**config.mk**
```make
export PLATFORM = sky130hd
export DESIGN_NAME = wav_header_duration_parser
export DESIGN_NICKNAME = d
export VERILOG_FILES = /design/src/sv/wavhdr_pkg.sv /design/src/sv/wavhdr_capture.sv /design/src/sv/wavhdr_divider.sv /design/src/sv/wav_header_duration_parser.sv
export SDC_FILE = /design/constraint.sdc
export NUM_CORES = 1
export LEC_CHECK = 0
export ABC_AREA = 1
export BUFFER_PORTS_ARGS = -buffer_cell sky130_fd_sc_hd__buf_2
export CAP_MARGIN = 20
export CELL_PAD_IN_SITES_DETAIL_PLACEMENT = 1
export CELL_PAD_IN_SITES_GLOBAL_PLACEMENT = 1
export CORE_MARGIN = 5
export CORE_UTILIZATION = 42
export CTS_CLUSTER_DIAMETER = 200
export DETAILED_ROUTE_END_ITERATION = 8
export GPL_ROUTABILITY_DRIVEN = 0
export PLACE_DENSITY_LB_ADDON = 0.1
export SLEW_MARGIN = 20
export SYNTH_ARGS = -nofsm -noshare
export SYNTH_HDL_FRONTEND = slang
export SYNTH_SLANG_ARGS = --single-unit
```
**constraint.sdc**
```tcl
create_clock -name clk -period 4.2 [get_ports clk]
set_input_delay 0.84 -clock clk [delete_from_list [all_inputs] [get_ports clk]]
set_output_delay 0.84 -clock clk [all_outputs]
set_load 0.01 [all_outputs]
```
**src/sv/wavhdr_pkg.sv**
```systemverilog
// Shared types, constants and helpers for the WAV header duration parser.
// Used by the capture stage, the bit-serial divider and the top level.
`default_nettype none

package wavhdr_pkg;

	// header offsets (6-bit byte counter)
	localparam logic [5:0] OFF_MAGIC_GAP_LO = 6'd4;
	localparam logic [5:0] OFF_MAGIC_GAP_HI = 6'd7;
	localparam logic [5:0] OFF_MAGIC_END    = 6'd15;
	localparam logic [5:0] OFF_CH_LO        = 6'd22;
	localparam logic [5:0] OFF_CH_HI        = 6'd23;
	localparam logic [5:0] OFF_RATE_LO      = 6'd24;
	localparam logic [5:0] OFF_RATE_HI      = 6'd27;
	localparam logic [5:0] OFF_BITS_LO      = 6'd34;
	localparam logic [5:0] OFF_BITS_HI      = 6'd35;
	localparam logic [5:0] OFF_LEN_LO       = 6'd40;
	localparam logic [5:0] OFF_LAST         = 6'd43;

	localparam logic [15:0] BITS_8  = 16'd8;
	localparam logic [15:0] BITS_16 = 16'd16;

	localparam int unsigned DIV_W = 32;
	localparam int unsigned CNT_W = $clog2(DIV_W);

	typedef enum logic [2:0] {
		ST_OK        = 3'd0,
		ST_BAD_MAGIC = 3'd1,
		ST_BAD_BITS  = 3'd2,
		ST_ZERO_CH   = 3'd3,
		ST_ZERO_RATE = 3'd4,
		ST_SHORT     = 3'd5
	} status_t;

	// per-byte events from the capture stage
	typedef struct packed {
		logic emit;      // this byte ends a header (short or complete)
		logic last;      // this byte is offset 43
		logic magic_ok;  // all magic bytes so far matched
	} evt_t;

	// expected bytes: "RIFF" at 0-3, "WAVE" at 8-11, "fmt " at 12-15
	function automatic logic [7:0] magic_byte(input logic [3:0] off);
		logic [7:0] b;
		unique case (off)
			4'd0:    b = 8'h52;
			4'd1:    b = 8'h49;
			4'd2:    b = 8'h46;
			4'd3:    b = 8'h46;
			4'd8:    b = 8'h57;
			4'd9:    b = 8'h41;
			4'd10:   b = 8'h56;
			4'd11:   b = 8'h45;
			4'd12:   b = 8'h66;
			4'd13:   b = 8'h6D;
			4'd14:   b = 8'h74;
			4'd15:   b = 8'h20;
			default: b = 8'h00;
		endcase
		return b;
	endfunction

endpackage

`default_nettype wire

```
**src/sv/wavhdr_capture.sv**
```systemverilog
// Byte-serial header capture: offset counter, magic check and little-endian
// field shift registers. Depends on wavhdr_pkg.
`default_nettype none

module wavhdr_capture
	import wavhdr_pkg::*;
(
	input  wire logic        clk,
	input  wire logic        arst_n,
	input  wire logic        fire,
	input  wire logic [7:0]  data_byte,
	input  wire logic        start_of_file,
	input  wire logic        end_of_file,
	output evt_t             evt,
	output logic [15:0]      ch_val,
	output logic [31:0]      rate_val,
	output logic [15:0]      bits_val,
	output logic [31:0]      len_val
);

	logic [5:0]  cnt_q;
	logic        done_q;
	logic        magic_q;
	logic [15:0] ch_q;
	logic [31:0] rate_q;
	logic [15:0] bits_q;
	logic [31:0] len_q;

	logic       active;
	logic [5:0] off;
	logic       magic_off;
	logic       mismatch;
	logic       take;

	assign active    = start_of_file | ~done_q;
	assign off       = start_of_file ? 6'd0 : cnt_q;
	assign magic_off = (off <= OFF_MAGIC_END) &&
	                   !((off >= OFF_MAGIC_GAP_LO) && (off <= OFF_MAGIC_GAP_HI));
	assign mismatch  = magic_off && (data_byte != magic_byte(off[3:0]));
	assign take      = fire & active;

	assign evt.emit     = active & (end_of_file | (off == OFF_LAST));
	assign evt.last     = active & (off == OFF_LAST);
	assign evt.magic_ok = magic_q;

	always_ff @(posedge clk or negedge arst_n) begin
		if (!arst_n) begin
			cnt_q   <= '0;
			done_q  <= 1'b1;
			magic_q <= 1'b1;
		end else if (take) begin
			cnt_q   <= off + 6'd1;
			done_q  <= evt.emit;
			magic_q <= (start_of_file | magic_q) & ~mismatch;
		end
	end

	// every field byte is overwritten by offset 43, so no clear needed
	always_ff @(posedge clk) begin
		if (take) begin
			if (off >= OFF_CH_LO && off <= OFF_CH_HI)
				ch_q <= {data_byte, ch_q[15:8]};
			if (off >= OFF_RATE_LO && off <= OFF_RATE_HI)
				rate_q <= {data_byte, rate_q[31:8]};
			if (off >= OFF_BITS_LO && off <= OFF_BITS_HI)
				bits_q <= {data_byte, bits_q[15:8]};
			if (off >= OFF_LEN_LO && off <= OFF_LAST)
				len_q <= {data_byte, len_q[31:8]};
		end
	end

	assign ch_val   = ch_q;
	assign rate_val = rate_q;
	assign bits_val = bits_q;
	assign len_val  = len_q;

endmodule

`default_nettype wire

```
**src/sv/wavhdr_divider.sv**
```systemverilog
// Restoring divider, one quotient bit per cycle.
// Depends on wavhdr_pkg. Denominator must be nonzero.
`default_nettype none

module wavhdr_divider
	import wavhdr_pkg::*;
(
	input  wire logic             clk,
	input  wire logic             arst_n,
	input  wire logic             start,
	input  wire logic [DIV_W-1:0] num,
	input  wire logic [DIV_W-1:0] den,
	output logic                  done,
	output logic [DIV_W-1:0]      quo
);

	logic             busy_q;
	logic             done_q;
	logic [CNT_W-1:0] cnt_q;
	logic [DIV_W-1:0] rem_q;
	logic [DIV_W-1:0] quo_q;   // numerator bits shift out, quotient bits shift in
	logic [DIV_W-1:0] den_q;

	logic [DIV_W:0] shifted;
	logic [DIV_W:0] diff;
	logic           q_bit;

	assign shifted = {rem_q, quo_q[DIV_W-1]};
	assign diff    = shifted - {1'b0, den_q};
	assign q_bit   = ~diff[DIV_W];

	always_ff @(posedge clk or negedge arst_n) begin
		if (!arst_n) begin
			busy_q <= 1'b0;
			done_q <= 1'b0;
			cnt_q  <= '0;
		end else begin
			done_q <= 1'b0;
			if (start) begin
				busy_q <= 1'b1;
				cnt_q  <= '0;
			end else if (busy_q) begin
				cnt_q <= cnt_q + 1'b1;
				if (cnt_q == CNT_W'(DIV_W - 1)) begin
					busy_q <= 1'b0;
					done_q <= 1'b1;
				end
			end
		end
	end

	always_ff @(posedge clk) begin
		if (start) begin
			rem_q <= '0;
			quo_q <= num;
			den_q <= den;
		end else if (busy_q) begin
			rem_q <= q_bit ? diff[DIV_W-1:0] : shifted[DIV_W-1:0];
			quo_q <= {quo_q[DIV_W-2:0], q_bit};
		end
	end

	assign done = done_q;
	assign quo  = quo_q;

endmodule

`default_nettype wire

```
**src/sv/wav_header_duration_parser.sv**
```systemverilog
// WAV header duration parser, top level: capture stage, shared bit-serial
// divider and the duration sequencer. Depends on wavhdr_pkg.
//
// Bytes of a file are taken one per cycle, while in_stall is low, from the
// start-of-file mark on. A file that ends early or fails a header check
// gives its result in the output register in the cycle after the byte that
// settles it is taken. A header that passes the checks keeps the sequencer
// busy, with in_stall high, for two 32-bit divides on the one-bit-per-cycle
// divider (each after its own load state), a two-step multiply by 1000 and
// the hand-off to the output register. One result waits in the output
// register while header bytes keep coming in; a byte that would give a
// second result is stalled until the first is taken.
`default_nettype none

module wav_header_duration_parser
	import wavhdr_pkg::*;
(
	input  wire logic        clk,
	input  wire logic        arst_n,
	input  wire logic        in_valid,
	output logic             in_stall,
	input  wire logic [7:0]  data_byte,
	input  wire logic        start_of_file,
	input  wire logic        end_of_file,
	output logic             out_valid,
	input  wire logic        out_stall,
	output logic [2:0]       status,
	output logic [31:0]      duration_ms,
	output logic [31:0]      rate_hz,
	output logic [15:0]      channels,
	output logic             is_mono
);

	typedef enum logic [7:0] {
		S_IDLE  = 8'b0000_0001,
		S_LD1   = 8'b0000_0010,
		S_DIV1  = 8'b0000_0100,
		S_MUL_A = 8'b0000_1000,
		S_MUL_B = 8'b0001_0000,
		S_LD2   = 8'b0010_0000,
		S_DIV2  = 8'b0100_0000,
		S_DONE  = 8'b1000_0000
	} seq_state_t;

	seq_state_t state_q;
	logic       small_q;   // samples < rate: multiply first, then divide
	logic [31:0] acc_q;
	logic [31:0] mul_x_q;

	logic        out_valid_q;
	status_t     status_q;
	logic [31:0] dur_q;
	logic [31:0] rate_q;
	logic [15:0] ch_q;
	logic        mono_q;

	evt_t        evt;
	logic [15:0] cap_ch;
	logic [31:0] cap_rate;
	logic [15:0] cap_bits;
	logic [31:0] cap_len;

	logic             in_fire;
	logic             out_free;
	status_t          imm_status;
	logic             imm_load;
	logic             seq_start;
	logic             seq_load;
	logic [16:0]      frame;
	logic             div_start;
	logic [DIV_W-1:0] div_num;
	logic [DIV_W-1:0] div_den;
	logic             div_done;
	logic [DIV_W-1:0] div_quo;

	assign out_free = ~out_valid_q | ~out_stall;
	assign in_stall = (state_q != S_IDLE) | (out_valid_q & out_stall & evt.emit);
	assign in_fire  = in_valid & ~in_stall;

	wavhdr_capture u_capture (
		.clk           (clk),
		.arst_n        (arst_n),
		.fire          (in_fire),
		.data_byte     (data_byte),
		.start_of_file (start_of_file),
		.end_of_file   (end_of_file),
		.evt           (evt),
		.ch_val        (cap_ch),
		.rate_val      (cap_rate),
		.bits_val      (cap_bits),
		.len_val       (cap_len)
	);

	// checks in order; only the last header byte can pass them all
	always_comb begin
		priority if (!evt.last)                                  imm_status = ST_SHORT;
		else if (!evt.magic_ok)                                  imm_status = ST_BAD_MAGIC;
		else if (cap_bits != BITS_8 && cap_bits != BITS_16)      imm_status = ST_BAD_BITS;
		else if (cap_ch == 16'd0)                                imm_status = ST_ZERO_CH;
		else if (cap_rate == 32'd0)                              imm_status = ST_ZERO_RATE;
		else                                                     imm_status = ST_OK;
	end

	assign seq_start = in_fire & evt.emit & (imm_status == ST_OK);
	assign imm_load  = in_fire & evt.emit & (imm_status != ST_OK);
	assign seq_load  = (state_q == S_DONE) & out_free;

	// bytes per sample is 1 or 2 here
	assign frame     = (cap_bits == BITS_16) ? {cap_ch, 1'b0} : {1'b0, cap_ch};
	assign div_start = (state_q == S_LD1) | (state_q == S_LD2);
	assign div_num   = (state_q == S_LD1) ? cap_len : acc_q;
	assign div_den   = (state_q == S_LD1) ? {{(DIV_W-17){1'b0}}, frame} : cap_rate;

	wavhdr_divider u_divider (
		.clk    (clk),
		.arst_n (arst_n),
		.start  (div_start),
		.num    (div_num),
		.den    (div_den),
		.done   (div_done),
		.quo    (div_quo)
	);

	always_ff @(posedge clk or negedge arst_n) begin
		if (!arst_n) begin
			state_q <= S_IDLE;
		end else begin
			unique case (state_q)
				S_IDLE:  if (seq_start) state_q <= S_LD1;
				S_LD1:   state_q <= S_DIV1;
				S_DIV1:  if (div_done) state_q <= (div_quo < cap_rate) ? S_MUL_A : S_LD2;
				S_MUL_A: state_q <= S_MUL_B;
				S_MUL_B: state_q <= small_q ? S_LD2 : S_DONE;
				S_LD2:   state_q <= S_DIV2;
				S_DIV2:  if (div_done) state_q <= small_q ? S_DONE : S_MUL_A;
				S_DONE:  if (out_free) state_q <= S_IDLE;
				default: state_q <= S_IDLE;
			endcase
		end
	end

	// x*1000 mod 2^32 as (x<<10) - (x<<4) - (x<<3), over states S_MUL_A and S_MUL_B
	always_ff @(posedge clk) begin
		unique case (state_q)
			S_DIV1: begin
				if (div_done) begin
					acc_q   <= div_quo;
					small_q <= div_quo < cap_rate;
				end
			end
			S_DIV2: begin
				if (div_done)
					acc_q <= div_quo;
			end
			S_MUL_A: begin
				mul_x_q <= acc_q;
				acc_q   <= (acc_q << 10) - (acc_q << 4);
			end
			S_MUL_B: acc_q <= acc_q - (mul_x_q << 3);
			default: ;
		endcase
	end

	always_ff @(posedge clk or negedge arst_n) begin
		if (!arst_n)
			out_valid_q <= 1'b0;
		else if (imm_load | seq_load)
			out_valid_q <= 1'b1;
		else if (!out_stall)
			out_valid_q <= 1'b0;
	end

	always_ff @(posedge clk) begin
		if (imm_load) begin
			status_q <= imm_status;
			dur_q    <= '0;
			rate_q   <= '0;
			ch_q     <= '0;
			mono_q   <= 1'b0;
		end else if (seq_load) begin
			status_q <= ST_OK;
			dur_q    <= acc_q;
			rate_q   <= cap_rate;
			ch_q     <= cap_ch;
			mono_q   <= cap_ch == 16'd1;
		end
	end

	assign out_valid   = out_valid_q;
	assign status      = status_q;
	assign duration_ms = dur_q;
	assign rate_hz     = rate_q;
	assign channels    = ch_q;
	assign is_mono     = mono_q;

	a_err_fields_zero: assert property (@(posedge clk) disable iff (!arst_n)
		(out_valid && status != ST_OK) |-> (duration_ms == 32'd0 && rate_hz == 32'd0 &&
		                                    channels == 16'd0 && !is_mono))
		else $error("error transaction carries nonzero fields");

	a_mono_one_ch: assert property (@(posedge clk) disable iff (!arst_n)
		(out_valid && is_mono) |-> (channels == 16'd1))
		else $error("is_mono set without exactly one channel");

	a_div_done_state: assert property (@(posedge clk) disable iff (!arst_n)
		div_done |-> (state_q == S_DIV1 || state_q == S_DIV2))
		else $error("divider finished outside a divide state");

	a_ok_from_seq: assert property (@(posedge clk) disable iff (!arst_n)
		($rose(out_valid) && status == ST_OK) |-> $past(state_q == S_DONE))
		else $error("ok transaction not produced by the sequencer");

endmodule

`default_nettype wire
```
==> impl_metrics.env <==
export IMPL_cts_made_buffers=43
export IMPL_clkLatencyLatePin_ns=0.60
export IMPL_start_util=0.426
export IMPL_vias_per_cell=5.30
export IMPL_critPathTopFamily="buffers and inverters"
export IMPL_cts_tree="done"
export IMPL_startpoint_type="input pin"
export IMPL_synth_area_leaders="edfxtp_1, nand2_1, dfxtp_1, inv_1, ha_1"
export IMPL_synth_nets=2932
export IMPL_synth_flop_cell="edfxtp_1"
export IMPL_ys_seq_elements=362
export IMPL_clock_skew_ns=0.0284
export IMPL_synthAdderAreaFrac=0.0731
export IMPL_hold_viol=0
export IMPL_grt_pass1_vias=19800
export IMPL_yosys_area_top_type="edfxtp_1"
export IMPL_synth_simple_area_share=0.271
export IMPL_root_buffer="clkbuf_16"
export IMPL_track_usage=0.255
export IMPL_portBuffers=99
export IMPL_num_fill_cells=6306
export IMPL_finalCriticalPeriod_ns=3.15
export IMPL_die_height_um=236
export IMPL_crit_chain="buf_2, inv_2, nand2_1, inv_1, ha_1, nand4_2, nand2_1, a21oi_2, inv_1, buf_2"
export IMPL_met2RoutedLength_mm=33.8
export IMPL_detail_route_wl_per_cell_um=20.1
export IMPL_timing_hold_ws_ns=0.286
export IMPL_wl_met1_mm=32.7
export IMPL_die_area_mm2=0.0557
export IMPL_leakagePower_nw=11.1
export IMPL_cts_resized=0
export IMPL_drive_gt1_frac=0.0870
export IMPL_cts_setup_buffers=0
export IMPL_power_density_mw_per_mm2=320
export IMPL_holdCritPathClass="input pin to asynchronous set/reset pin"
export IMPL_highest_layer="met4"
export IMPL_synth_compound_gate_area_share=0.101
export IMPL_num_vias=19100
export IMPL_ys_types=51
export IMPL_synth_xor_area_frac=0.0102
export IMPL_slew_headroom=0.398
export IMPL_worstPathRequired_ns=3.36
export IMPL_synth_edf_count=225
export IMPL_io_pins=100
export IMPL_clkTransAtPathRegs_ns=0.07
export IMPL_route_detailed_drc=0
export IMPL_final_cell_mix="nand2_1, inv_1, edfxtp_1, nor2_1, a21oi_1"
export IMPL_drv_slew=0
export IMPL_grt_overflow=0
export IMPL_clkSinkCount=362
export IMPL_synth_top_family_by_area="simple AND/OR/NAND/NOR gates"
export IMPL_coreArea_mm2=0.0504
export IMPL_grt_pass1_wl_mm=113
export IMPL_end_kind="primary output"
export IMPL_arrival_ns=2.31
export IMPL_crit_fanout=7
export IMPL_synthMuxAreaShare=0
export IMPL_yosysWarnings=0
export IMPL_dr_wl_met3_mm=3.88
export IMPL_drtAntennaViolNets=0
export IMPL_antenna_found_initial=0
export IMPL_critPathMaxStageDelay_ns=0.24
export IMPL_netlist_area_leader_share=0.315
export IMPL_syn_area_mm2=0.0214
export IMPL_peakVddDrop_mv=0.252
export IMPL_fp_row_count=82
export IMPL_status="complete, no violations"
export IMPL_drv_cap=0
export IMPL_cts_hold_fix_buffers=0
export IMPL_path_class="input pin to primary output"
export IMPL_multi_input_area_mm2=0.00980
export IMPL_path_buf_inv=5
export IMPL_max_freq_mhz=318
export IMPL_cts_buffer_depth=3
export IMPL_seq_area_frac_synth=0.449
export IMPL_drt_first_pass_iters=6
export IMPL_worst_pin_slew_ns=0.900
export IMPL_nNetsFinal=3034
export IMPL_ctsHtreeMaxLevel=2
export IMPL_worst_path_max_delay_cell="ha_1"
export IMPL_layout_area_seq_mm2=0.00962
export IMPL_die_w_um=236
export IMPL_post_route_period_util=0.749
export IMPL_dp_hpwl_mm=56.8
export IMPL_totalWireLength_mm=72.5
export IMPL_final_common_cell="nand2_1"
export IMPL_syn_avg_cell_area_um2=7.67
export IMPL_grt_max_degree=82
export IMPL_async_reset_ff_frac=0.0663
export IMPL_total_power_mw=7.70
export IMPL_syn_to_final_growth_pct=12.1
export IMPL_drt_iter0_markers=1398
export IMPL_finalSetupViolCount=0
export IMPL_rsz0062_at_grt="false"
export IMPL_synth_cells=2794
[metal layers]
layer,up-vias,track usage
li1,9308,-
met1,9218,0.346
met2,460,0.420
met3,124,0.0415
met4,0,0.0795
met5,-,0
[registers in the layout, summed over array words and instances, names as in the netlist, 8 cells and up]
signal              count
u_divider.den_q        32
channels               16
state_q                 8
acc_q                  32
u_divider.rem_q        32
mul_x_q                29
rate_hz                32
u_divider.quo          32
u_capture.rate_val     32
u_capture.len_val      32
u_capture.ch_val       16
u_capture.bits_val     16
duration_ms            32
[power by group]
group / switching (mW) / internal [mW]
registers: 0.0128 / 3.76
clock network: 1.62 / 2.14
logic: 0.121 / 0.0491
[worst paths after layout]
path / from / end / slack, ns / depth (start not counted)
setup / recovery: start_of_file / in_stall / 1.05 / 10
hold / removal: arst_n / u_capture.cnt_q[4]$_DFFE_PN0P_ / 0.29 / 1
setup reg to reg: u_divider.quo[31]$_DFFE_PP_ / u_divider.rem_q[16]$_SDFFE_PN0P_ / 1.21 / 16
hold reg to reg: u_capture.bits_val[14]$_DFFE_PP_ / u_capture.bits_val[6]$_DFFE_PP_ / 0.44 / 0
max in group asynchronous: arst_n / u_divider.cnt_q[4]$_DFFE_PN0P_ / 3.46 / 1
min in group clk: u_capture.bits_val[14]$_DFFE_PP_ / u_capture.bits_val[6]$_DFFE_PP_ / 0.44 / 0
[logic make-up after synthesis]
| group | after synthesis |
|---|---|
| simple gates | 1383 |
| compound gates | 385 |
| buf+inv | 515 |
| fa+ha+maj | 124 |
| flops | 362 |
| xor+xnor | 25 |
[worst register-to-register path, stage by stage, from the launching register on]
cell and delay [ns]:
edfxtp_1 0.46, inv_1 0.12, ha_1 0.14, inv_1 0.07, fa_1 0.45, nand3_1 0.10
nand3_1 0.17, nand2_1 0.10, nand2_1 0.14, nand2_1 0.12, nand2_2 0.11, nand2_4 0.12
nand3_1 0.13, nand2_4 0.36, nand2_1 0.15, nand3_1 0.11, nand2_1 0.06
[final cells by class]
class | count | share of cell area
multi-input cells | 1917 | 0.408
flip-flops and latches | 362 | 0.400
inverters | 450 | 0.0703
clock buffers | 53 | 0.0472
well taps | 672 | 0.0350
repair buffers | 122 | 0.0283
clock inverters | 27 | 0.0110
diodes | 1 | 0.000104
[metrics by stage]
stage | TNS, ns | util | instances | worst slack [ns] | area, um^2
floorplan | -36.61 | - | 2794 | -0.572 | 21400
global placement | 0 | 0.449 | 3523 | 0.848 | 22600
detailed placement | 0 | 0.449 | 3523 | 0.750 | 22600
CTS | 0 | 0.477 | 3603 | 1.05 | 24000
global route | 0 | 0.477 | 3603 | 0.928 | 24000
finish | 0 | 0.477 | 3604 | 1.05 | 24000
[synthesized netlist by cell type, types with 13 or more instances]
library cell    n
edfxtp_1      225
nand3b_1       14
dfxtp_1       113
xnor2_1        17
inv_1         445
clkbuf_1       42
nor2_1        211
o221ai_1       15
nand3_1       169
ha_1          122
dfrtp_1        21
a21oi_2        16
a21oi_1       186
nand4_1        46
o21ai_0       112
o211ai_1       26
or2_2          13
nor3_1         33
nand2_1       866
Power figures use the tool's default switching activity.
